===== src/hw/rtl/scfla_class_meta.sv =====
module scfla_class_meta #(
  parameter int NROWS = 10,
  parameter int RW    = 4,
  parameter int TW    = 10,
  parameter int SW    = 7
) (
  input  logic          clk_i,
  input  logic          rst_ni,
  input  logic [RW-1:0] row_i,
  output logic [TW-1:0] top_o,
  output logic [TW-1:0] lazy_o,
  output logic [SW-1:0] base_o,
  output logic [SW-1:0] next_slab_o,
  input  logic          we_i,
  input  logic [TW-1:0] top_i,
  input  logic [TW-1:0] lazy_i,
  input  logic [SW-1:0] base_i,
  input  logic          slab_inc_i
);

  // lazy: entries below this index still hold their carved address
  logic [TW-1:0] top_q  [NROWS];
  logic [TW-1:0] lazy_q [NROWS];
  logic [SW-1:0] base_q [NROWS];
  logic [SW-1:0] next_slab_q;

  always_ff @(posedge clk_i or negedge rst_ni) begin
    if (!rst_ni) begin
      for (int i = 0; i < NROWS; i++) begin
        top_q[i]  <= '0;
        lazy_q[i] <= '0;
        base_q[i] <= '0;
      end
      next_slab_q <= '0;
    end else begin
      if (we_i) begin
        top_q[row_i]  <= top_i;
        lazy_q[row_i] <= lazy_i;
        base_q[row_i] <= base_i;
      end
      if (slab_inc_i) begin
        next_slab_q <= next_slab_q + SW'(1);
      end
    end
  end

  assign top_o       = top_q[row_i];
  assign lazy_o      = lazy_q[row_i];
  assign base_o      = base_q[row_i];
  assign next_slab_o = next_slab_q;

endmodule


===== config.mk =====
export PLATFORM = sky130hd
export DESIGN_NAME = scfla_class_meta
export DESIGN_NICKNAME = d
export VERILOG_FILES = /design/src/hw/rtl/scfla_class_meta.sv
export SDC_FILE = /design/constraint.sdc
export NUM_CORES = 1
export LEC_CHECK = 0
export ABC_AREA = 1
export BUFFER_PORTS_ARGS = -buffer_cell sky130_fd_sc_hd__clkbuf_2
export CAP_MARGIN = 20
export CORE_MARGIN = 5
export CORE_UTILIZATION = 65
export CTS_BUF_LIST = sky130_fd_sc_hd__clkbuf_8
export DETAILED_ROUTE_END_ITERATION = 7
export PLACE_DENSITY = 0.8
export SLEW_MARGIN = 5
export SYNTH_ARGS = -nofsm -noshare
export SYNTH_HDL_FRONTEND = slang
export SYNTH_SLANG_ARGS = --single-unit
export TNS_END_PERCENT = 1

===== constraint.sdc =====
create_clock -name clk_i -period 4.8 [get_ports clk_i]
set_input_delay 0.96 -clock clk_i [delete_from_list [all_inputs] [get_ports clk_i]]
set_output_delay 0.96 -clock clk_i [all_outputs]
set_load 0.01 [all_outputs]

==> impl_metrics.yaml <==
outcome:
  status: "complete, no violations"
clocking:
  cts_hold_buf: 0
  clk_pin_slew_ps: 60
  cts_resized: 0
  insertion_delay_ps: 560
  cts_setup_buffers: 0
  cts.sinks: 277
  root_buffer: "clkbuf_8"
  cts_tree: "yes"
  h-tree-depth: 2
  cts_buffers: 45
  cts_max_path_buffers: 3
timing:
  fin_skew_ps: 1.035
  fin_crit_sh: 0.7602
  max_slew_margin: 0.3298
  max_freq_mhz: 274.0
  finalMaxSlewViolations: 0
  grt_setup_unrepaired: "no"
  hold_viol: 0
  final.min_clock_period_ps: 3649
  setup_tns_ps: 0
  tightest_slew_ps: 1003
  setup_violations: 0
placed_design:
  place.gp.congestion: 0.8015
  placed_cells: 1945
  dp_hpwl_mm: 18.76
  io_buffers: 68
yosys:
  synthFlopType: "dfrtp_1"
  ys_seq_area_frac: 0.5373
  yosysMostFrequentCell: "nand2_1"
  ys_types: 26
  ys_top_cells_by_count: "nand2_1, dfrtp_1, o21ai_0, inv_1, nand3_1"
  synth-seq-cells: 277
  syn_area_sq_mm: 0.01290
  synth-warning-count: 0
  synth_top_cell_by_area: "dfrtp_1"
  synth.area.top_cells: "dfrtp_1, nand2_1, o21ai_0"
  synth_edf_count: 0
  synth_nets: 1733
  syn_area_per_cell_sq_um: 7.602
  netlist.area_leader.share: 0.5373
  async_flop_share: 1.000
  synthCells: 1697
floorplanning:
  die_h_microns: 150.9
  die_w_microns: 150.9
  num_rows: 51
  start_util: 0.6607
  die-area_sq_mm: 0.02276
  io_pins: 69
  coreArea_sq_mm: 0.01953
global_route:
  antenna_found_initial: 0
  grtUsageMet3: 0.04788
  met2_usage: 0.4773
  grt_first_pass_wirelength_mm: 54.37
  grt.total_usage: 0.3004
  grt-busiest-layer: "met2"
  grt_max_degree: 127
  grt_pass1_vias: 10601
  grt.overflow.total: 0
  grt_util_met1: 0.4260
detailed_routing:
  dr.first_iter.drc_count: 939
  final_antenna_net_count: 0
  finalWirelength_mm: 32.91
  viasPerCell: 5.477
  drt-wirelength-per-cell_microns: 16.26
  dr.pass1.iters: 7
  drcViolationCount: 0
  vias: 11085
worst_setup_path:
  cpMostUsedCell: "nand2_1"
  crit_buf_inv: 4
  crit_path_end_kind: "primary output"
  critPathTopFamily: "buffers and inverters"
  critPathKind: "input pin to primary output"
  crit_path_max_incr_delay_ps: 420
  cp_slowest_cell: "inv_4"
  cp-start-kind: "input pin"
  cp_max_fo: 69
  cp_data_required_time_ps: 3840
  crit_arrival_ps: 2690
  crit_chain: "buf_4 -> inv_4 -> buf_12 -> nand2_1 -> nand2_1 -> nand2_1 -> nand2_1 -> nand2_1 -> nand3_1 -> clkbuf_2"
pwr:
  pwr_density_cell_mw_per_mm2: 440.3
  max-vdd-ir-drop_uv: 314.2
  p_total_mw: 6.280
  p_leak_nw: 7.487
run:
  maxCapViolCount: 0
layout:
  drive_gt1_frac: 0.09551
  antenna_cells: 0
  fin_nets: 1764
  final_cells: 2024
  syn2layout_area_growth_pct: 10.57
min_path:
  hold_path.class: "register to register"
-- through the flow --
stage / setup WS [ps] / hold WS (ps) / utilization / instance area [sq um]
after global placement: 1201 / 459.0 / 0.6845 / 13370
final: 1151 / 468.9 / 0.7306 / 14260
after global routing: 1007 / 496.9 / 0.7306 / 14260
after detailed placement: 1186 / 465.2 / 0.6845 / 13370
after CTS: 1183 / 473.7 / 0.7295 / 14240
after floorplan: 1902 / 453.4 / - / 12900
-- path summary, 6_finish.rpt --
kind                       slack, ps            from  cells past startpoint              to
setup / recovery                1150        row_i[0]                     10        top_o[3]
hold / removal                   470  next_slab_o[6]                      1  next_slab_o[6]
setup reg to reg                3690  next_slab_o[0]                      5  next_slab_o[5]
hold reg to reg                  470  next_slab_o[6]                      1  next_slab_o[6]
max in group asynchronous       3140          rst_ni                      2       top_q[64]
min in group asynchronous        480          rst_ni                      1      lazy_q[33]
-- kinds of logic after synthesis --
logic type | count (synthesis) | synth area share
and+or+nand+nor | 923 | 0.2811
DFF | 277 | 0.5373
adders and majority gates | 1 | 0.0009697
buffers and inverters | 194 | 0.06236
xor gates and xnor gates | 4 | 0.002716
AOI/OAI and AO/OA | 298 | 0.1156
-- registers in the layout, indices dropped and copies added (netlist names) --
register and count:
lazy_q 100, top_q 100, base_q 70, next_slab_o 7
-- worst register-to-register path, delay by kind of cell, from the launching register on --
family | cells | cell delay [ps]
DFF | 1 | 410
and+or+nand+nor | 5 | 600
-- cell type report --
class | count | area, sq um
flip-flops and latches | 277 | 6932
fillers | 1586 | 5261
well taps | 265 | 331.6
inverters | 90 | 340.3
clock buffers | 58 | 798.3
repair buffers | 88 | 603.1
clock inverters | 20 | 80.08
multi-input cells | 1226 | 5180
-- routing by layer --
| metal | routed length [microns] | up-vias | share of wire |
|---|---|---|---|
| met5 | 0 | - | 0 |
| met4 | 894 | 0 | 0.027 |
| met3 | 2684 | 65 | 0.082 |
| met2 | 15210 | 422 | 0.46 |
| met1 | 14120 | 5213 | 0.43 |
| li1 | - | 5385 | - |
-- layout by cell type, fill, tap and decap left out, types with 5 or more instances in the layout --
master    Yosys  layout
a21oi_1      54      54
buf_12        0       8
buf_4         3      13
clkbuf_2      2      66
clkbuf_8      0      58
dfrtp_1     277     277
inv_1        87     104
nand2_1     794     794
nand3_1      58      56
nand3_2       3       5
nor2_1       54      54
o21ai_0     188     188
o21ai_1      56      56
-- power breakdown --
| group | internal, mW | total [mW] | switching (mW) |
|---|---|---|---|
| clock | 1.07 | 1.97 | 0.897 |
| combinational | 0.458 | 1.17 | 0.715 |
| sequential | 2.86 | 3.14 | 0.276 |
| total | 4.39 | 6.28 | 1.89 |
Power figures use the tool's default switching activity.
