**config.mk**
```make
export PLATFORM = sky130hd
export DESIGN_NAME = scfla_size_class
export DESIGN_NICKNAME = d
export VERILOG_FILES = /design/src/hw/rtl/scfla_pkg.sv /design/src/hw/rtl/scfla_size_class.sv
export SDC_FILE = /design/constraint.sdc
export NUM_CORES = 1
export LEC_CHECK = 0
export ABC_CLOCK_PERIOD_IN_PS = 5300
export BUFFER_PORTS_ARGS = -buffer_cell sky130_fd_sc_hd__clkbuf_2
export CAP_MARGIN = 20
export CORE_MARGIN = 2
export CORE_UTILIZATION = 45
export DETAILED_ROUTE_END_ITERATION = 10
export PLACE_DENSITY_LB_ADDON = 0.15
export SYNTH_ARGS = -nofsm -noshare
export SYNTH_HDL_FRONTEND = slang
export SYNTH_SLANG_ARGS = --single-unit
```
**constraint.sdc**
```tcl
create_clock -name vclk -period 5.3
set_clock_uncertainty 0.15 [all_clocks]
set_input_delay 0.53 -clock vclk [all_inputs]
set_output_delay 0.53 -clock vclk [all_outputs]
set_load 0.05 [all_outputs]
```
**src/hw/rtl/scfla_pkg.sv**
```systemverilog
package scfla_pkg;

  localparam int ADDR_W   = 18;
  localparam int CLASS_W  = 4;
  localparam int SIZE_W   = 32;
  localparam int CMD_W    = 2;
  localparam int STATUS_W = 3;

  localparam int SMALLEST_CLASS_DEF = 3;
  localparam int LARGEST_CLASS_DEF  = 12;
  localparam int SLAB_BYTES_DEF     = 4096;
  localparam int NUM_SLABS_DEF      = 64;
  localparam int STACK_DEPTH_DEF    = 512;

  localparam logic [CMD_W-1:0] CMD_ALLOC  = 2'd0;
  localparam logic [CMD_W-1:0] CMD_FREE   = 2'd1;
  localparam logic [CMD_W-1:0] CMD_QUERY  = 2'd2;
  localparam logic [CMD_W-1:0] CMD_UNUSED = 2'd3;

  localparam logic [STATUS_W-1:0] ST_OK        = 3'd0;
  localparam logic [STATUS_W-1:0] ST_BAD_CLASS = 3'd1;
  localparam logic [STATUS_W-1:0] ST_NO_SLAB   = 3'd2;
  localparam logic [STATUS_W-1:0] ST_FULL      = 3'd3;
  localparam logic [STATUS_W-1:0] ST_TOO_LARGE = 3'd4;

  typedef struct packed {
    logic [CMD_W-1:0]   cmd;
    logic [CLASS_W-1:0] blk_class;
    logic [ADDR_W-1:0]  block_address;
    logic [SIZE_W-1:0]  req_bytes;
  } req_t;

  typedef struct packed {
    logic [ADDR_W-1:0]   address_out;
    logic [CLASS_W-1:0]  class_out;
    logic [STATUS_W-1:0] status;
  } rsp_t;

endpackage

```
**src/hw/rtl/scfla_size_class.sv**
```systemverilog
module scfla_size_class #(
  parameter int SMALLEST_CLASS = scfla_pkg::SMALLEST_CLASS_DEF,
  parameter int LARGEST_CLASS  = scfla_pkg::LARGEST_CLASS_DEF
) (
  input  logic [scfla_pkg::SIZE_W-1:0]  size_i,
  output logic [scfla_pkg::CLASS_W-1:0] class_o,
  output logic                          too_large_o
);

  logic [scfla_pkg::SIZE_W-1:0]  v;
  logic [scfla_pkg::CLASS_W-1:0] k;
  logic                          zero;

  always_comb begin
    zero = (size_i == '0);
    v    = size_i - scfla_pkg::SIZE_W'(1);
    k    = '0;
    for (int i = 0; i < LARGEST_CLASS; i++) begin
      if (v[i]) begin
        k = scfla_pkg::CLASS_W'(i + 1);
      end
    end
    if (k < scfla_pkg::CLASS_W'(SMALLEST_CLASS)) begin
      k = scfla_pkg::CLASS_W'(SMALLEST_CLASS);
    end
    too_large_o = !zero && ((v >> LARGEST_CLASS) != '0);
    class_o     = (zero || too_large_o) ? '0 : k;
  end

endmodule

```
==> flow_metrics.env, run 1 <==
export IMPL_die_w_um=48.43
export IMPL_die_h_um=48.43
export IMPL_hpwlAfterDp_mm=2.068
export IMPL_seq_cells=0
export IMPL_mostFrequentLayoutCells="37 x clkbuf_2, 17 x nor2_1, 13 x nor3_1"
export IMPL_fp_coreArea_um2=1902
export IMPL_post_cts_setup_buffers=0
export IMPL_clkbuf_count=0
export IMPL_rsz0062_at_grt="false"
export IMPL_finalCriticalPeriod_ps=3725
export IMPL_swShare_pct=59.34
export IMPL_grt_overflow=0
export IMPL_syn_nets=162
export IMPL_holdBufCountCts=0
export IMPL_totalWireLength_mm=2.510
export IMPL_drtPass1Iterations=4
export IMPL_area_delta_synth_final_pct=20.00
export IMPL_numPlacedInstances=184
export IMPL_antenna_cells=0
export IMPL_path_class="in2out"
export IMPL_slew_headroom_pct=58.80
export IMPL_vias=1139
export IMPL_layout_commonest_cell="clkbuf_2"
export IMPL_slew_violations=0
export IMPL_fmax_mhz=268.5
export IMPL_status="completed"
export IMPL_final_cells=184
export IMPL_maxCapViolCount=0
export IMPL_first_global_vias=1026
export IMPL_antenna_found_initial=0
export IMPL_ctsResizeCount=0
export IMPL_antenna_left=0
export IMPL_syn_area_um2=888.4
export IMPL_die_area_um2=2345
export IMPL_syn_avg_cell_area_um2=6.940
export IMPL_crit_fanout=11
export IMPL_track_usage_pct=22.14
export IMPL_p_leak_uw=0.0003814
export IMPL_seq_area_frac_synth_pct=0
export IMPL_worstMarginPinSlew_ps=611.5
export IMPL_wl_per_cell_um=13.64
export IMPL_critical_path_arrival_ps=3040
export IMPL_hold_viol=0
export IMPL_hold_class="in2out"
export IMPL_setup_tns_ps=0
export IMPL_required_ps=4620
export IMPL_switchingPower_uw=34.97
export IMPL_p_int_uw=23.96
export IMPL_ir_drop_v=0.00002706
export IMPL_ys_warn_count=0
export IMPL_drtIter0Drc=32
export IMPL_setup_violations_final=0
export IMPL_ys_types=51
export IMPL_start_kind="input port"
export IMPL_place_area_um2=1066
export IMPL_nNetsFinal=193
export IMPL_place_congestion=0.9285
export IMPL_comb_power_share_pct=100.0
export IMPL_p_per_area_nw_per_um2=55.28
export IMPL_vias_per_cell=6.190
export IMPL_drc_errors=0
export IMPL_drive_gt1_share_pct=29.94
export IMPL_fin_crit_sh_pct=70.28
export IMPL_io_buffer_count=37
export IMPL_initial_core_util_pct=46.71
export IMPL_stdcell_area_um2=1066
export IMPL_postSynthCellCount=128
export IMPL_grt_max_degree=15
export IMPL_grt_pass1_wl_mm=4.416
export IMPL_rows=16
export IMPL_seq_area_um2=0
export IMPL_num_io_pins=37
export IMPL_power_uw=58.93
export IMPL_p_clk_share_pct=0
export IMPL_whs_ps=1420
export IMPL_power_frac_seq_pct=0
export IMPL_endpoint_kind="primary output"
## cells in the mapped netlist (2+ instances only)
library cell / count / area share, %
a2111oi_4: 2 / 6.2
a211oi_1: 2 / 1.7
a21oi_1: 2 / 1.1
a31oi_1: 4 / 2.8
clkbuf_1: 5 / 2.1
ha_1: 2 / 2.8
inv_1: 4 / 1.7
nand2_1: 8 / 3.4
nand2b_1: 3 / 2.1
nand3_1: 3 / 1.7
nand3b_1: 2 / 1.7
nand4_1: 4 / 2.8
nor2_1: 17 / 7.2
nor3_1: 13 / 7.3
nor3b_1: 2 / 1.7
nor4_1: 4 / 2.8
nor4_4: 2 / 4.8
nor4b_1: 2 / 2.0
o21a_1: 2 / 1.7
o21ai_0: 4 / 2.3
o22ai_1: 3 / 2.1
o31a_1: 2 / 2.0
o31ai_1: 4 / 3.4
or4_1: 2 / 1.7
or4_4: 2 / 2.5
xnor2_1: 3 / 3.0
## worst paths after layout
kind | depth (start not counted) | startpoint | endpoint | slack [ps]
max | 8 | size_i[6] | class_o[2] | 1580
min | 3 | size_i[25] | too_large_o | 1420
## area by class of cell
type | instances | area [um2]
fill | 200 | 835.8
multi-input combinational | 116 | 832.0
timing repair buffer | 37 | 185.2
tap | 27 | 33.78
inverter | 4 | 15.01
## per-stage QoR
step / utilization (%) / worst slack (ps)
after global placement: 56.05 / 1636
after floorplan: - / 1299
after global routing: 56.05 / 1411
after detailed placement: 56.05 / 1575
final: 56.05 / 1575
after CTS: 56.05 / 1573
## logic make-up (layout without fill, tap and decap cells)
kind of cell	Yosys count	after routing	share of synthesized area, %
adders and majority gates	2	2	2.816
and+or+nand+nor	72	72	50.56
xor gates and xnor gates	4	4	3.944
AOI/OAI and AO/OA	37	37	35.21
muxes	1	1	1.127
buffers and inverters	12	41	6.338
## power by group through the flow
| stage | Clock [uW] | Combinational [uW] | Sequential (uW) |
|---|---|---|---|
| 6_report | 0 | 58.9 | 0 |
| 3_5_place_dp | 0 | 58.4 | 0 |
| 4_1_cts | 0 | 58.7 | 0 |
| 2_1_floorplan | 0 | 35.8 | 0 |
| 5_1_grt | 0 | 65.5 | 0 |
| 3_3_place_gp | 0 | 56.8 | 0 |
## metal layers
metal  vias to the layer above  GRT usage, %  share of wire [%]
met5                         -             0                  0
met4                         0         2.857               0.16
met3                         2        0.3086                6.1
met2                        48         42.59                 51
met1                       519         28.22                 43
li1                        570             -                  -
## critical path, stage by stage
cell       delay (ps)
clkbuf_2          180
nor4_4            490
nand3_4           180
or4_4             560
a2111oi_4         400
nand4_1           220
a21oi_1           190
clkbuf_2          300
Note: power is estimated with default switching activity, not from simulation.
==> run 2: changes to the inputs <==
--- a/config.mk
+++ b/config.mk
@@ -5,9 +5,11 @@
 export SDC_FILE = /design/constraint.sdc
 export NUM_CORES = 1
 export LEC_CHECK = 0
-export ABC_CLOCK_PERIOD_IN_PS = 5300
+export ABC_AREA = 1
+export ABC_CLOCK_PERIOD_IN_PS = 3200
 export BUFFER_PORTS_ARGS = -buffer_cell sky130_fd_sc_hd__clkbuf_2
 export CAP_MARGIN = 20
+export CORE_ASPECT_RATIO = 0.6
 export CORE_MARGIN = 2
 export CORE_UTILIZATION = 45
 export DETAILED_ROUTE_END_ITERATION = 10
==> constraint.sdc (replaced) <==
create_clock -name vclk -period 3.2
set_clock_uncertainty 0.15 [all_clocks]
set_input_delay 0.32 -clock vclk [all_inputs]
set_output_delay 0.32 -clock vclk [all_outputs]
set_load 0.05 [all_outputs]
==> flow_metrics.env, run 2 <==
export IMPL_initial_core_util_pct=49.23
export IMPL_area_delta_synth_final_pct=18.24
export IMPL_drtIter0Drc=106
export IMPL_power_frac_seq_pct=0
export IMPL_seq_area_um2=0
export IMPL_die_h_um=45.25
export IMPL_p_per_area_nw_per_um2=80.47
export IMPL_worstMarginPinSlew_ps=397.1
export IMPL_rsz0062_at_grt="false"
export IMPL_post_cts_setup_buffers=0
export IMPL_whs_ps=1031
export IMPL_ir_drop_v=0.00005618
export IMPL_antenna_left=0
export IMPL_first_global_vias=1472
export IMPL_holdBufCountCts=0
export IMPL_totalWireLength_mm=3.803
export IMPL_p_int_uw=43.42
export IMPL_grt_overflow=0
export IMPL_cp_top_family="simple AND/OR/NAND/NOR gates"
export IMPL_synth_commonest_cells="91 x nand2_1, 56 x nor2_1, 38 x inv_1"
export IMPL_antenna_cells=0
export IMPL_drtPass1Iterations=4
export IMPL_fmax_mhz=356.0
export IMPL_yosys_top_cells_area="nand2_1 27%, nor2_1 16%, inv_1 11%"
export IMPL_hold_viol=0
export IMPL_status="completed"
export IMPL_grt_max_degree=9
export IMPL_cp_num_buf_inv=3
export IMPL_slowest_stage="ha_1"
export IMPL_syn_area_um2=1276
export IMPL_path_cells="clkbuf_2, inv_1, ha_1, nand2_2, nor2_4, nand2_2, nor2_2, nand2_1, nand2_1, nand2_1, nor2_2, nand2_1, nor2_2, nand2_2, nor2_2, clkbuf_2"
export IMPL_antenna_found_initial=0
export IMPL_ys_types=24
export IMPL_yosys_cell_count_top_type="nand2_1"
export IMPL_layout_commonest_cell="nand2_1"
export IMPL_hold_class="in2out"
export IMPL_clkbuf_count=0
export IMPL_ctsResizeCount=0
export IMPL_endpoint_kind="primary output"
export IMPL_slew_headroom_pct=73.25
export IMPL_synth_top_area_share_pct=26.76
export IMPL_ys_warn_count=0
export IMPL_finalCriticalPeriod_ps=2809
export IMPL_place_congestion=0.9706
export IMPL_nNetsFinal=344
export IMPL_postSynthCellCount=270
export IMPL_grt_pass1_wl_mm=6.561
export IMPL_die_w_um=72.75
export IMPL_seq_cells=0
export IMPL_maxCapViolCount=0
export IMPL_fp_coreArea_um2=2592
export IMPL_die_area_um2=3292
export IMPL_setup_tns_ps=0
export IMPL_switchingPower_uw=78.00
export IMPL_syn_nets=304
export IMPL_track_usage_pct=25.01
export IMPL_cpPeakStageDelay_ps=290
export IMPL_rows=14
export IMPL_drc_errors=0
export IMPL_crit_fanout=6
export IMPL_drive_gt1_share_pct=20.78
export IMPL_hpwlAfterDp_mm=3.433
export IMPL_seq_area_frac_synth_pct=0
export IMPL_mostFrequentLayoutCells="91 x nand2_1, 56 x nor2_1, 38 x inv_1"
export IMPL_yosys_area_top_type="nand2_1"
export IMPL_path_class="in2out"
export IMPL_setup_violations_final=0
export IMPL_p_clk_share_pct=0
export IMPL_start_kind="input port"
export IMPL_io_buffer_count=37
export IMPL_p_leak_uw=0.0007824
export IMPL_crit_cells=16
export IMPL_num_io_pins=37
export IMPL_vias_per_cell=4.941
export IMPL_fillers=285
export IMPL_swShare_pct=64.24
export IMPL_wl_per_cell_um=11.19
export IMPL_required_ps=2730
export IMPL_fin_crit_sh_pct=87.78
export IMPL_syn_avg_cell_area_um2=4.727
export IMPL_comb_power_share_pct=100.0
export IMPL_critical_path_arrival_ps=2340
export IMPL_vias=1680
export IMPL_hold_depth=4
export IMPL_slew_violations=0
## run 2: changes by cell type after synthesis, sizes merged, moves of 5 or more
cell	before	now
clkbuf	5	0
inv	4	39
nor4	6	1
nand3	5	26
nor3	13	1
nor2	17	74
xor2	1	6
nand2	8	96
## run 2: cell type report
type	instances	area, um2	area share [%]
multi-input cells	231	1130	74.88
inverters	39	146.4	9.701
repair buffers	38	192.7	12.77
well taps	32	40.04	2.653
## run 2: power groups by stage
stage / logic, uW / clock network (uW) / registers (uW)
2_1_floorplan: 71.8 / 0 / 0
3_3_place_gp: 120 / 0 / 0
3_5_place_dp: 119 / 0 / 0
4_1_cts: 120 / 0 / 0
5_1_grt: 137 / 0 / 0
6_report: 121 / 0 / 0
## run 2: worst min-delay path, stage by stage
cell and delay (ps):
clkbuf_2 100, nor4_1 50, a21oi_1 110, clkbuf_2 280
## run 2: per-stage QoR
step                      utilization, %  std cells  instance area (um2)  power [uW]  worst slack [ps]
final                              58.20        340                 1509       121.4             391.0
after global routing               58.20        340                 1509       137.3             131.6
after CTS                          58.20        340                 1509       119.7             405.1
after detailed placement           58.20        340                 1509       119.1             395.3
after global placement             58.20        340                 1509       119.8             430.4
after floorplan                        -        270                 1276       71.80             431.3
## run 2: worst paths after layout
kind	start	to	slack, ps
worst max-delay path	size_i[0]	class_o[0]	390
worst min-delay path	size_i[31]	too_large_o	1030
## run 2: routing by layer
| metal | part of all wire, % | GRT usage, % | up-vias | routed length, um |
|---|---|---|---|---|
| met3 | 14 | 8.259 | 0 | 517 |
| li1 | - | - | 915 | - |
| met2 | 33 | 31.82 | 72 | 1256 |
| met5 | 0 | 0 | - | 0 |
| met1 | 53 | 41.01 | 693 | 2029 |
| met4 | 0 | 0 | 0 | 0 |
## run 2: cell families after synthesis
group / after synthesis / synth area share, %
compound gates: 11 / 4.509
simple gates: 209 / 75.88
xor+xnor: 9 / 6.177
buf+inv: 39 / 11.47
fa+ha+maj: 2 / 1.960
==> run 3: changes to the inputs <==
--- a/config.mk
+++ b/config.mk
@@ -11,8 +11,9 @@
 export CAP_MARGIN = 20
 export CORE_ASPECT_RATIO = 0.6
 export CORE_MARGIN = 2
-export CORE_UTILIZATION = 45
+export CORE_UTILIZATION = 30
 export DETAILED_ROUTE_END_ITERATION = 10
+export MAX_ROUTING_LAYER = met4
 export PLACE_DENSITY_LB_ADDON = 0.15
 export SYNTH_ARGS = -nofsm -noshare
 export SYNTH_HDL_FRONTEND = slang
==> flow_metrics.env, run 3 (synthesized netlist as in run 2, its figures left out) <==
export IMPL_stdcell_area_um2=1544
export IMPL_seq_area_um2=0
export IMPL_track_usage_pct=18.73
export IMPL_start_kind="input port"
export IMPL_die_w_um=88.20
export IMPL_worstMarginPinSlew_ps=359.9
export IMPL_ir_drop_v=0.00003627
export IMPL_p_per_area_nw_per_um2=79.62
export IMPL_nNetsFinal=344
export IMPL_antenna_left=0
export IMPL_rsz0062_at_grt="false"
export IMPL_fillers=485
export IMPL_io_buffer_count=37
export IMPL_antenna_found_initial=0
export IMPL_fin_util_pct=37.67
export IMPL_crit_fanout=6
export IMPL_fmax_mhz=351.2
export IMPL_setup_tns_ps=0
export IMPL_finalCriticalPeriod_ps=2847
export IMPL_p_leak_uw=0.0007812
export IMPL_area_delta_synth_final_pct=20.98
export IMPL_wl_per_cell_um=11.52
export IMPL_critical_path_arrival_ps=2380
export IMPL_slew_violations=0
export IMPL_place_area_um2=1544
export IMPL_power_uw=122.9
export IMPL_fin_crit_sh_pct=88.97
export IMPL_fp_coreArea_um2=4099
export IMPL_grt_max_degree=9
export IMPL_setup_violations_final=0
export IMPL_num_io_pins=37
export IMPL_slew_headroom_pct=75.75
export IMPL_ctsResizeCount=0
export IMPL_die_h_um=54.52
export IMPL_drc_errors=0
export IMPL_initial_core_util_pct=31.14
export IMPL_drtIter0Drc=144
export IMPL_post_cts_setup_buffers=0
export IMPL_hold_viol=0
export IMPL_holdBufCountCts=0
export IMPL_required_ps=2730
export IMPL_first_global_vias=1402
export IMPL_totalWireLength_mm=4.240
export IMPL_maxCapViolCount=0
export IMPL_vias=1678
export IMPL_seq_cells=0
export IMPL_clkbuf_count=0
export IMPL_grt_overflow=0
export IMPL_hpwlAfterDp_mm=3.792
export IMPL_antenna_cells=0
export IMPL_endpoint_kind="primary output"
export IMPL_path_class="in2out"
export IMPL_grt_pass1_wl_mm=6.803
export IMPL_vias_per_cell=4.560
export IMPL_mostFrequentLayoutCells="91 x nand2_1, 56 x nor2_1, 38 x inv_1"
export IMPL_die_area_um2=4809
export IMPL_status="completed"
export IMPL_hold_class="in2out"
export IMPL_rows=18
export IMPL_drtPass1Iterations=5
export IMPL_place_congestion=0.9570
export IMPL_drive_gt1_share_pct=20.78
export IMPL_layout_commonest_cell="nand2_1"
-- run 3: cell counts in the layout (fill, tap and decap cells not counted) --
Identical to the previous run, type by type.
-- run 3: final timing paths --
path | start | to | slack, ps | cells past startpoint
worst min-delay path | size_i[29] | too_large_o | 1040 | 4
worst max-delay path | size_i[0] | class_o[3] | 350 | 16
-- run 3: cell type report --
type                       instances  area [um2]  area share, %
tap                               60       75.07          4.862
multi-input combinational        231        1130          73.18
timing repair buffer              38       192.7          12.48
inverter                          39       146.4          9.481
-- run 3: report_power, final --
group          switching, uW  leakage [uW]  internal, uW  total [uW]
clock network              0             0             0           0
logic                   79.3      0.000781          43.6         123
registers                  0             0             0           0
-- run 3: per-stage QoR --
stage	hold WS (ps)	setup slack (ps)	cells
floorplan	882.3	431.3	270
global placement	1050	354.3	368
detailed placement	1047	364.2	368
CTS	1049	359.7	368
global route	1100	156.5	368
finish	1044	352.9	368
-- run 3: metal layers --
| layer | GRT usage [%] | part of all wire, % |
|---|---|---|
| met5 | - | 0 |
| met4 | 0.2525 | 0 |
| met3 | 1.207 | 7.7 |
| met2 | 23.56 | 34 |
| met1 | 32.04 | 58 |
-- run 3: worst max-delay path: stages --
cell,delay (ps)
clkbuf_2,80
inv_1,150
ha_1,290
nand2_2,110
nor2_4,190
nand2_2,80
nor2_2,120
nand2_1,90
nand2_1,70
nand2_1,50
nor2_2,110
nand2_1,80
nor2_2,140
nand2_2,100
nor2_1,100
clkbuf_2,280
