## src/hw/rtl/scfla_stack_mem.sv

```systemverilog
module scfla_stack_mem #(
  parameter int DEPTH = 16,
  parameter int WIDTH = 8
) (
  input  logic                     clk_i,
  input  logic                     we_i,
  input  logic [$clog2(DEPTH)-1:0] waddr_i,
  input  logic [WIDTH-1:0]         wdata_i,
  input  logic                     re_i,
  input  logic [$clog2(DEPTH)-1:0] raddr_i,
  output logic [WIDTH-1:0]         rdata_o
);

  logic [WIDTH-1:0] mem_q [DEPTH];
  logic [WIDTH-1:0] rdata_q;

  always_ff @(posedge clk_i) begin
    if (we_i) begin
      mem_q[waddr_i] <= wdata_i;
    end
  end

  always_ff @(posedge clk_i) begin
    if (re_i) begin
      rdata_q <= mem_q[raddr_i];
    end
  end

  assign rdata_o = rdata_q;

endmodule

```

## config.mk

```make
export PLATFORM = sky130hd
export DESIGN_NAME = scfla_stack_mem
export DESIGN_NICKNAME = d
export VERILOG_FILES = /design/src/hw/rtl/scfla_stack_mem.sv
export SDC_FILE = /design/constraint.sdc
export NUM_CORES = 1
export LEC_CHECK = 0
export ABC_AREA = 1
export BUFFER_PORTS_ARGS = -buffer_cell sky130_fd_sc_hd__buf_2
export CELL_PAD_IN_SITES_DETAIL_PLACEMENT = 2
export CELL_PAD_IN_SITES_GLOBAL_PLACEMENT = 2
export CORE_ASPECT_RATIO = 0.75
export CORE_MARGIN = 2
export CORE_UTILIZATION = 41
export DETAILED_ROUTE_END_ITERATION = 12
export PLACE_DENSITY = 0.84
export SLEW_MARGIN = 30
export SYNTH_ARGS = -nofsm -noshare
export SYNTH_HDL_FRONTEND = slang
export SYNTH_SLANG_ARGS = --single-unit
```

## constraint.sdc

```tcl
create_clock -name clk_i -period 1.7 [get_ports clk_i]
set_input_delay 0.51 -clock clk_i [delete_from_list [all_inputs] [get_ports clk_i]]
set_output_delay 0.51 -clock clk_i [all_outputs]
set_load 0.05 [all_outputs]
```

==> results of run 1 <==
## cell usage in the layout, fill, tap and decap left out
master and n:
buf_2 26, nand3_1 97, inv_2 2, buf_4 26, edfxtp_1 136, clkinv_2 3, clkinvlp_4 2, inv_1 100
clkbuf_16 17, nor2_1 17, clkinv_4 5, nand3b_1 2, clkbuf_1 1, inv_6 2, nand2_1 173, bufinv_16 2
buf_12 6
## cells in the mapped netlist, drive strengths merged
master    n
edfxtp  136
nand2   173
nand3b    2
nor2     17
nand3    97
inv     102
buf      24
## final timing paths
check | start | end | slack, ns | cells past startpoint
worst min-delay path | re_i | rdata_o[0]$_DFFE_PP_ | 0.48 | 1
worst max-delay path | rdata_o[1]$_DFFE_PP_ | rdata_o[1] | 0.06 | 1
worst min register to register | mem_q[11][1]$_DFFE_PP_ | rdata_o[1]$_DFFE_PP_ | 0.77 | 6
worst max register to register | mem_q[2][6]$_DFFE_PP_ | rdata_o[6]$_DFFE_PP_ | 0.36 | 6
## final cells by class
cell class | instances | share of cell area
sequential | 136 | 0.5897
multi-input combinational | 289 | 0.1752
timing repair buffer | 58 | 0.06432
clock buffer | 18 | 0.06197
inverter | 102 | 0.05528
tap | 175 | 0.03162
clock inverter | 14 | 0.02186
## kinds of logic after synthesis
logic type	after synthesis	share of synthesized area
DFF	136	0.6985
and+or+nand+nor	289	0.2076
buffers and inverters	126	0.09394
## stage by stage
stage / setup TNS [ns] / power, mW
2_1_floorplan: 0 / 4.187
5_1_grt: 0 / 8.355
4_1_cts: 0 / 8.180
3_3_place_gp: -0.4179 / 4.420
6_report: 0 / 8.139
3_5_place_dp: -0.8020 / 4.471
## sequential cells by signal, summed over array words and instances (netlist names)
register and cells:
mem_q 128, rdata_o 8
## routing by layer
layer | track usage | up-vias
met5 | 0 | -
met4 | 0.1100 | 0
met3 | 0.05916 | 35
met2 | 0.4990 | 197
met1 | 0.3558 | 2212
li1 | - | 1887
## power by group through the flow
stage / registers (mW) / clock network (mW) / logic [mW]
CTS: 3.81 / 3.76 / 0.612
floorplan: 3.92 / 0 / 0.265
global route: 3.81 / 3.88 / 0.658
finish: 3.81 / 3.72 / 0.614
global placement: 3.87 / 0 / 0.550
detailed placement: 3.88 / 0 / 0.592
==> reports/qor.yml, run 1 <==
status: "completed"
insertion_delay_ns: 0.43
dr.pass1.iters: 5
ant_nets: 0
cts.clk_slew.worst_paths_ns: 0.07
p_sw_mw: 2.028
critPathLaunchType: "register"
io_pins: 27
top_layer: "met4"
grt_setup_unrepaired: "no"
seq_area_frac_synth: 0.6985
fp.dieW_um: 141.9
antenna_found_initial: 0
netlist_area_mm2: 0.005847
avgViaCountPerCell: 5.468
hpwlAfterDp_um: 12730
cts_resized: 0
numPortBuffers: 26
crit_family: "flip-flops"
synthTopCellsByArea: "edfxtp_1 (70%), nand2_1 (11%), nand3_1 (8.3%), inv_1 (6.4%), buf_6 (1.2%)"
synth.top_cell.area_share: 0.6985
core_mm2: 0.01384
postCtsSetupRepairBufs: 0
chipHeight_um: 107.4
route.detailed.drc: 0
dp_slack_ns: -0.1981
ctsHtreeMaxLevel: 4
syn_inst: 551
p_leak_nw: 3.001
final_hold_viol_count: 0
drt_wl_total_um: 20380
path_cells: "buf_2"
wl_per_cell_um: 25.73
grt_max_degree: 31
initial_core_util: 0.4224
p_comb_frac: 0.075
tightest_slew_ns: 0.4613
maxSlewHeadroom: 0.6920
fin_crit_sh: 0.9624
grt_pass1_wl_um: 30590
clock_path_buffers: 2
grt_pass1_vias: 4808
cp-end-kind: "output pin"
fp-row-count: 37
path_buf_inv: 1
dr_wl_met3_um: 1380
syn_nets: 570
max_freq_mhz: 611.2
cts-root-buf: "clkbuf_16"
slowest_delay_ns: 0.41
cp_data_required_time_ns: 1.19
route.met2.wl_um: 10480
maxCapViolCount: 0
cts_tree: "built"
final_util: 0.5003
instances_no_fill: 792
swShare: 0.2492
synth_top_cell_by_area: "edfxtp_1"
intPower_mw: 6.111
dp_cells: 760
place.gp.congestion: 0.7919
diodes: 0
min_period_ns: 1.636
criticalPathCategory: "reg2out"
vias: 4331
crit_fanout: 1
met1_length_um: 8080
sequentialPowerShare: 0.468
track_usage: 0.2873
drive_gt1_frac: 0.1475
regArea_mm2: 0.004084
numCtsBuffers: 17
finClkSkew_ns: 0.01140
peakVddDrop_mv: 0.6769
cts.sinks: 136
hold_path_class: "in2reg"
maxSlewViolCount: 0
drt_iter0_drc: 452
synth_cell_types: 11
pwr-share-clk: 0.457
yosysWarnings: 0
avgSynthCellArea_um2: 10.61
setup_slack_ns: 0.06395
slowest_stage: "edfxtp_1"
fin_nets: 623
fillers: 1386
pwr_density_cell_mw_per_mm2: 1175
place_area_mm2: 0.006345
setup_viol: 0
synth.ff_latch_count: 136
overflow: 0
holdWs_ns: 0.4814
dieArea_mm2: 0.01524
area_delta_synth_final_pct: 18.45
multi_input_area_mm2: 0.001214
holdBufCountCts: 0
cp.arrival_ns: 1.13
fin_area_mm2: 0.006925
Power figures use the tool's default switching activity.
==> inputs of run 2 (changes only) <==
--- a/config.mk
+++ b/config.mk
@@ -5,15 +5,15 @@
 export SDC_FILE = /design/constraint.sdc
 export NUM_CORES = 1
 export LEC_CHECK = 0
-export ABC_AREA = 1
+export ABC_AREA = 0
 export BUFFER_PORTS_ARGS = -buffer_cell sky130_fd_sc_hd__buf_2
 export CELL_PAD_IN_SITES_DETAIL_PLACEMENT = 2
 export CELL_PAD_IN_SITES_GLOBAL_PLACEMENT = 2
 export CORE_ASPECT_RATIO = 0.75
 export CORE_MARGIN = 2
-export CORE_UTILIZATION = 41
+export CORE_UTILIZATION = 48
 export DETAILED_ROUTE_END_ITERATION = 12
-export PLACE_DENSITY = 0.84
+export PLACE_DENSITY = 0.83
 export SLEW_MARGIN = 30
 export SYNTH_ARGS = -nofsm -noshare
 export SYNTH_HDL_FRONTEND = slang
==> reports/qor.yml, run 2 <==
status: "did not finish"  # was completed
stop_stage: "detailed placement (3_5_place_dp)"
synth.top_cells.by_count: "edfxtp_1 (136), mux4_2 (18), a22oi_1 (16)"  # was nand2_1 (173), edfxtp_1 (136), inv_1 (100)
synth_ff_type: "edfxtp_1"  # unchanged
fp.dieW_um: 124.5  # was 141.9 um
place.gp.congestion: 0.7333  # was 0.7919
yosysWarnings: 0  # unchanged
hpwlAfterDp_um: 8724  # was 12730 um
initial_core_util: 0.5002  # was 0.4224
chipHeight_um: 94.38  # was 107.4 um
synth.top_cell.area_share: 0.7812  # was 0.6985
syn_nets: 248  # was 570
error_line: "[ERROR DPL-0033] detailed placement checks failed during check placement."
seq_area_frac_synth: 0.7812  # was 0.6985
synth_top_cell_by_area: "edfxtp_1"  # unchanged
async_reset_ff_frac: 0  # unchanged
synthTopCellsByArea: "edfxtp_1 (78%), mux4_2 (7.8%), mux4_1 (7.0%), a22oi_1 (2.3%), nor2_1 (0.93%)"  # was edfxtp_1 (70%), nand2_1 (11%), nand3_1 (8.3%), inv_1 (6.4%), buf_6 (1.2%)
avgSynthCellArea_um2: 22.83  # was 10.61 um^2
synth_cell_types: 18  # was 11
synthMostInstantiatedCell: "edfxtp_1"  # was nand2_1
netlist_area_mm2: 0.005228  # was 0.005847 mm^2
syn_inst: 229  # was 551
io_pins: 27  # unchanged
synth_edf_count: 136  # unchanged
synth.ff_latch_count: 136  # unchanged
fp-row-count: 32  # was 37
numPortBuffers: 26  # unchanged
## run 2: logic make-up after synthesis
logic type / after synthesis / synth area share
muxes: 32 / 0.1479
AOI/OAI and AO/OA: 16 / 0.02298
buffers and inverters: 10 / 0.01651
DFF: 136 / 0.7812
and+or+nand+nor: 35 / 0.03136
## run 2: metrics by stage
stage	setup TNS [ns]	cell area (um^2)	worst slack (ns)	hold slack (ns)
after global placement	-3.926	5638	-0.3056	0.7427
after floorplan	-2.375	5228	-0.07615	0.6089
==> inputs of run 3 (changes only) <==
--- a/config.mk
+++ b/config.mk
@@ -7,13 +7,10 @@
 export LEC_CHECK = 0
 export ABC_AREA = 0
 export BUFFER_PORTS_ARGS = -buffer_cell sky130_fd_sc_hd__buf_2
-export CELL_PAD_IN_SITES_DETAIL_PLACEMENT = 2
-export CELL_PAD_IN_SITES_GLOBAL_PLACEMENT = 2
-export CORE_ASPECT_RATIO = 0.75
 export CORE_MARGIN = 2
-export CORE_UTILIZATION = 48
+export CORE_UTILIZATION = 40
 export DETAILED_ROUTE_END_ITERATION = 12
-export PLACE_DENSITY = 0.83
+export PLACE_DENSITY_LB_ADDON = 0.15
 export SLEW_MARGIN = 30
 export SYNTH_ARGS = -nofsm -noshare
 export SYNTH_HDL_FRONTEND = slang
==> reports/qor.yml, run 3 <==
clock_path_buffers: 2
grt_pass1_wl_um: 15510
drive_gt1_frac: 0.3758
netlist_area_mm2: 0.005228  # unchanged
cp_data_required_time_ns: 1.86
critPathLaunchType: "input port"
cts.sinks: 136
ant_nets: 0
holdWs_ns: 0.4391
synth.top_cells.by_count: "edfxtp_1 (136), mux4_2 (18), a22oi_1 (16)"  # unchanged
drt_iter0_drc: 185
slowest_delay_ns: 0.50
postCtsSetupRepairBufs: 0
syn_inst: 229  # unchanged
hold_path_class: "in2reg"
synth_edf_count: 136  # unchanged
final_hold_viol_count: 0
pwr_density_cell_mw_per_mm2: 1247
multi_input_area_mm2: 0.001023
antenna_found_initial: 0
finClkSkew_ns: 0.006089
crit_fanout: 12
io_pins: 27  # unchanged
hpwlAfterDp_um: 6565  # was 8724 um
vias: 2422
cts_tree: "built"
seq_area_frac_synth: 0.7812  # unchanged
p_leak_nw: 2.117
syn_nets: 248  # unchanged
regArea_mm2: 0.004084
wl_per_cell_um: 20.76
peakVddDrop_mv: 0.5322
cp.arrival_ns: 1.78
synth.top_cell.area_share: 0.7812  # unchanged
fp.dieW_um: 118.3  # was 124.5 um
dieArea_mm2: 0.01400
initial_core_util: 0.4126  # was 0.5002
chipHeight_um: 118.3  # was 94.38 um
synth.ff_latch_count: 136  # unchanged
criticalPathCategory: "in2reg"
grt_setup_unrepaired: "no"
core_mm2: 0.01267
setup_viol: 0
final_util: 0.4994
synth_top_family_by_area: "multiplexers"  # unchanged
cts-root-buf: "clkbuf_16"
grt_max_degree: 25
crit_family: "multiplexers"
route.detailed.drc: 0
fp-row-count: 41  # was 32
synth_ff_type: "edfxtp_1"  # unchanged
path_cells: "buf_2 > buf_12 > buf_4 > mux4_2 > a22oi_1 > nand2_1"
cts_resized: 0
holdBufCountCts: 0
tightest_slew_ns: 0.7724
maxCapViolCount: 0
most-common-layout-cells: "edfxtp_1 (136), mux4_2 (31), buf_2 (26), buf_4 (24), clkbuf_16 (17)"
fillers: 1017
maxSlewViolCount: 0
slowest_stage: "mux4_2"
fin_nets: 312
synth-compound-area-share: 0.02298  # unchanged
instances_no_fill: 478
place.gp.congestion: 0.7441  # was 0.7333
insertion_delay_ns: 0.41
status: "completed"  # was did not finish
numCtsBuffers: 17
synthAdderAreaFrac: 0  # unchanged
max_freq_mhz: 617.1
drt_wl_total_um: 9921
track_usage: 0.1579
cp-end-kind: "register"
maxSlewHeadroom: 0.4840
synth_cell_types: 18  # unchanged
path_buf_inv: 3
synthSimpleGateAreaFrac: 0.03135  # unchanged
synth-xor-area-share: 0  # unchanged
regMostFlops: "mem_q"
area_delta_synth_final_pct: 21.04
fin_crit_sh: 0.9533
numPortBuffers: 26  # unchanged
synthMostInstantiatedCell: "edfxtp_1"  # unchanged
avgSynthCellArea_um2: 22.83  # unchanged
largest_register_ff_count: 128
synthTopCellsByArea: "edfxtp_1 (78%), mux4_2 (7.8%), mux4_1 (7.0%), a22oi_1 (2.3%), nor2_1 (0.93%)"  # unchanged
tns_ns: 0
diodes: 0
synth_mux_area_frac: 0.1479  # unchanged
yosysWarnings: 0  # unchanged
dr.pass1.iters: 4
cts.clk_slew.worst_paths_ns: 0.06
async_reset_ff_frac: 0  # unchanged
avgViaCountPerCell: 5.067
synth_top_cell_by_area: "edfxtp_1"  # unchanged
grt_pass1_vias: 2519
overflow: 0
min_period_ns: 1.621
ctsHtreeMaxLevel: 4
dp_cells: 446
final_common_cell: "edfxtp_1"
==> run 3: layer usage <==
| metal | track usage | vias up | part of all wire |
|---|---|---|---|
| met4 | 0.06099 | 0 | 0.0073 |
| li1 | - | 1096 | - |
| met3 | 0.05212 | 5 | 0.051 |
| met2 | 0.2359 | 66 | 0.49 |
| met1 | 0.2156 | 1255 | 0.45 |
| met5 | 0 | - | 0 |
==> run 3: logic make-up after synthesis <==
kind of cell           count (synthesis)
AO/OA/AOI/OAI                         16
buffers and inverters                 10
multiplexers                          32
flip-flops                           136
AND/OR/NAND/NOR                       35
==> run 3: final timing paths <==
check	startpoint	to	slack, ns	cells after the start
worst max-delay path	raddr_i[0]	rdata_o[2]$_DFFE_PP_	0.08	6
worst min-delay path	re_i	rdata_o[6]$_DFFE_PP_	0.44	1
worst max register to register	mem_q[3][7]$_DFFE_PP_	rdata_o[7]$_DFFE_PP_	0.21	3
worst min register to register	mem_q[13][6]$_DFFE_PP_	rdata_o[6]$_DFFE_PP_	0.74	3
==> run 3: per-stage QoR <==
step | area (um^2) | power, mW | setup slack, ns
6_report | 6327 | 7.891 | 0.07939
5_1_grt | 6327 | 8.177 | 0.007978
4_1_cts | 6327 | 7.978 | 0.09015
3_5_place_dp | 5733 | 4.298 | -0.3435
3_3_place_gp | 5733 | 4.294 | -0.3406
2_1_floorplan | 5228 | 4.129 | -0.07615
==> run 3: final cells by class <==
type	instances	area share
repair buffers	55	0.06486
clock buffers	21	0.06961
well taps	172	0.03401
multi-input cells	83	0.1618
flip-flops and latches	136	0.6454
clock inverters	11	0.02432
==> run 3: where the power goes <==
part	total [mW]	switching, mW	leakage [nW]	internal, mW
clock	3.67	1.24	0.287	2.43
sequential	3.80	0.0172	1.24	3.78
combinational	0.424	0.257	0.594	0.167
total	7.89	1.52	2.12	6.37
==> inputs of run 4 (changes only) <==
--- a/config.mk
+++ b/config.mk
@@ -10,6 +10,7 @@
 export CORE_MARGIN = 2
 export CORE_UTILIZATION = 40
 export DETAILED_ROUTE_END_ITERATION = 12
+export GPL_TIMING_DRIVEN = 0
 export PLACE_DENSITY_LB_ADDON = 0.15
 export SLEW_MARGIN = 30
 export SYNTH_ARGS = -nofsm -noshare
==> reports/qor.yml, run 4 (synthesized netlist as in run 3, its figures left out) <==
status: "completed"  # unchanged
tns_ns: 0  # unchanged
ctsHtreeMaxLevel: 4  # unchanged
diodes: 0  # unchanged
grt_pass1_wl_um: 15160  # was 15510 um
pwr_density_cell_mw_per_mm2: 1398  # was 1247 mW/mm^2
reg2reg_from: "mem_q[15][2]$_DFFE_PP_"  # was mem_q[3][7]$_DFFE_PP_
area_delta_synth_final_pct: 21.30  # was 21.04%
critPathLaunchType: "input port"  # unchanged
grt_max_degree: 17  # was 25
dp_slack_ns: -0.5359  # was -0.3435 ns
instances_no_fill: 458  # was 478
cts_tree: "built"  # unchanged
tightest_slew_ns: 0.8100  # was 0.7724 ns
postCtsSetupRepairBufs: 0  # unchanged
peakVddDrop_mv: 0.6335  # was 0.5322 mV
crit_fanout: 10  # was 12
finClkSkew_ns: 0.006982  # was 0.006089 ns
dr.pass1.iters: 7  # was 4
clock_path_buffers: 2  # unchanged
slowest_stage: "mux4_2"  # unchanged
route.detailed.drc: 0  # unchanged
criticalPathCategory: "in2reg"  # unchanged
min_period_ns: 1.611  # was 1.621 ns
hpwlAfterDp_um: 6421  # was 6565 um
fin_nets: 292  # was 312
place.gp.congestion: 0.6837  # was 0.7441
grt_pass1_vias: 2432  # was 2519
maxCapViolCount: 0  # unchanged
cp-end-kind: "register"  # unchanged
final_hold_viol_count: 0  # unchanged
fp-row-count: 41  # unchanged
numPortBuffers: 25  # was 26
hp-start: "re_i"  # unchanged
crit_top_cell: "buf_2"
overflow: 0  # unchanged
power_mw: 8.864  # was 7.891 mW
avgViaCountPerCell: 5.159  # was 5.067
slowest_delay_ns: 0.39  # was 0.50 ns
maxSlewHeadroom: 0.4580  # was 0.4840
core_mm2: 0.01267  # unchanged
wl_per_cell_um: 21.84  # was 20.76 um
min_to: "rdata_o[7]$_DFFE_PP_"  # was rdata_o[6]$_DFFE_PP_
insertion_delay_ns: 0.41  # about the same
setup_slack_ns: 0.08929  # was 0.07939 ns
vias: 2363  # was 2422
grt_setup_unrepaired: "no"  # unchanged
hold_path_class: "in2reg"  # unchanged
setup_viol: 0  # unchanged
dieArea_mm2: 0.01400  # unchanged
fp.dieW_um: 118.3  # unchanged
reg2reg_depth: 3  # unchanged
dp_cells: 426  # was 446
cts-root-buf: "clkbuf_16"  # unchanged
track_usage: 0.1566  # was 0.1579
cts.sinks: 136  # unchanged
rr_endpoint: "rdata_o[2]$_DFFE_PP_"  # was rdata_o[7]$_DFFE_PP_
io_pins: 27  # unchanged
cp.arrival_ns: 1.76  # was 1.78 ns
most-common-layout-cells: "edfxtp_1 (136), mux4_2 (31), buf_2 (27), clkbuf_16 (17), a22oi_1 (16)"  # was edfxtp_1 (136), mux4_2 (31), buf_2 (26), buf_4 (24), clkbuf_16 (17)
ant_nets: 0  # unchanged
maxSlewViolCount: 0  # unchanged
fillers: 1028  # was 1017
drt_iter0_drc: 178  # was 185
regMostFlops: "mem_q"  # unchanged
final_common_cell: "edfxtp_1"  # unchanged
cts.clk_slew.worst_paths_ns: 0.06  # about the same
reg2reg_slack_ns: 0.17  # was 0.21 ns
min_path_cells: 1  # unchanged
max_freq_mhz: 620.8  # was 617.1 MHz
fin_crit_sh: 0.9475  # was 0.9533
path_cells: "buf_2 > buf_2 > mux4_2 > a22oi_1 > nand2_1"  # was buf_2 > buf_12 > buf_4 > mux4_2 > a22oi_1 > nand2_1
drive_gt1_frac: 0.3601  # was 0.3758
drt_wl_total_um: 10010  # was 9921 um
p_leak_nw: 2.076  # was 2.117 nW
cp_data_required_time_ns: 1.85  # was 1.86 ns
numCtsBuffers: 17  # unchanged
largest_register_ff_count: 128  # unchanged
initial_core_util: 0.4126  # unchanged
chipHeight_um: 118.3  # unchanged
antenna_found_initial: 0  # unchanged
## run 4: changes by cell type in the layout (fill, tap and decap cells not counted), sizes merged
cell / change
buf: -24
clkinvlp: +1
clkinv: -3
bufinv: +6
clkbuf: -3
clkdlybuf4s25: +3
## run 4: worst max-delay path: cells and delay by family
kind	cells	cell delay (ns)
AO/OA/AOI/OAI	1	0.28
buffers and inverters	2	0.49
multiplexers	1	0.39
AND/OR/NAND/NOR	1	0.09
## run 4: power breakdown
part           total [mW]  leakage [nW]  switching, mW  internal, mW
sequential           3.80          1.24         0.0155          3.78
clock                4.64         0.356           1.31          3.32
combinational       0.433         0.484          0.273         0.160
total                8.86          2.08           1.60          7.26
## run 4: worst max path at each step
stage	from	end	slack [ns]	depth (start not counted)
final	raddr_i[1]	rdata_o[3]$_DFFE_PP_	0.09	5
after detailed placement	waddr_i[2]	mem_q[1][1]$_DFFE_PP_	-0.54	3
after global routing	raddr_i[1]	rdata_o[2]$_DFFE_PP_	0.02	5
after global placement	waddr_i[2]	mem_q[1][1]$_DFFE_PP_	-0.52	3
after floorplan	waddr_i[2]	mem_q[3][0]$_DFFE_PP_	-0.08	2
after CTS	waddr_i[2]	mem_q[0][4]$_DFFE_PP_	-0.1	3
## run 4: cell type report
cell class                      count  area [um^2]  area share
Timing Repair Buffer               25        125.1     0.01973
Multi-Input combinational cell     83         1042      0.1644
Sequential cell                   136         4084      0.6440
Buffer                             10        122.6     0.01934
Tap cell                          172        215.2     0.03394
Clock buffer                       17        425.4     0.06709
Clock inverter                     15        326.6     0.05150
## run 4: stage by stage
step	utilization	cell area [um^2]	hold slack, ns
floorplan	-	5228	0.6089
global placement	0.4394	5568	0.7485
detailed placement	0.4398	5573	0.7634
CTS	0.4994	6327	0.4290
global route	0.5004	6341	0.4454
finish	0.5004	6341	0.4351
## run 4: repair_timing
item                       in CTS  in global routing
setup endpoints to repair      32                 25
resized for setup               1                  4
hold buffers                    0                  0
## run 4: layer usage
metal | wire length, um | global-route usage | vias up
met4 | 139 | 0.06551 | 0
met3 | 436 | 0.04006 | 10
met1 | 4610 | 0.2188 | 1233
met5 | 0 | 0 | -
li1 | - | - | 1058
met2 | 4819 | 0.2345 | 62
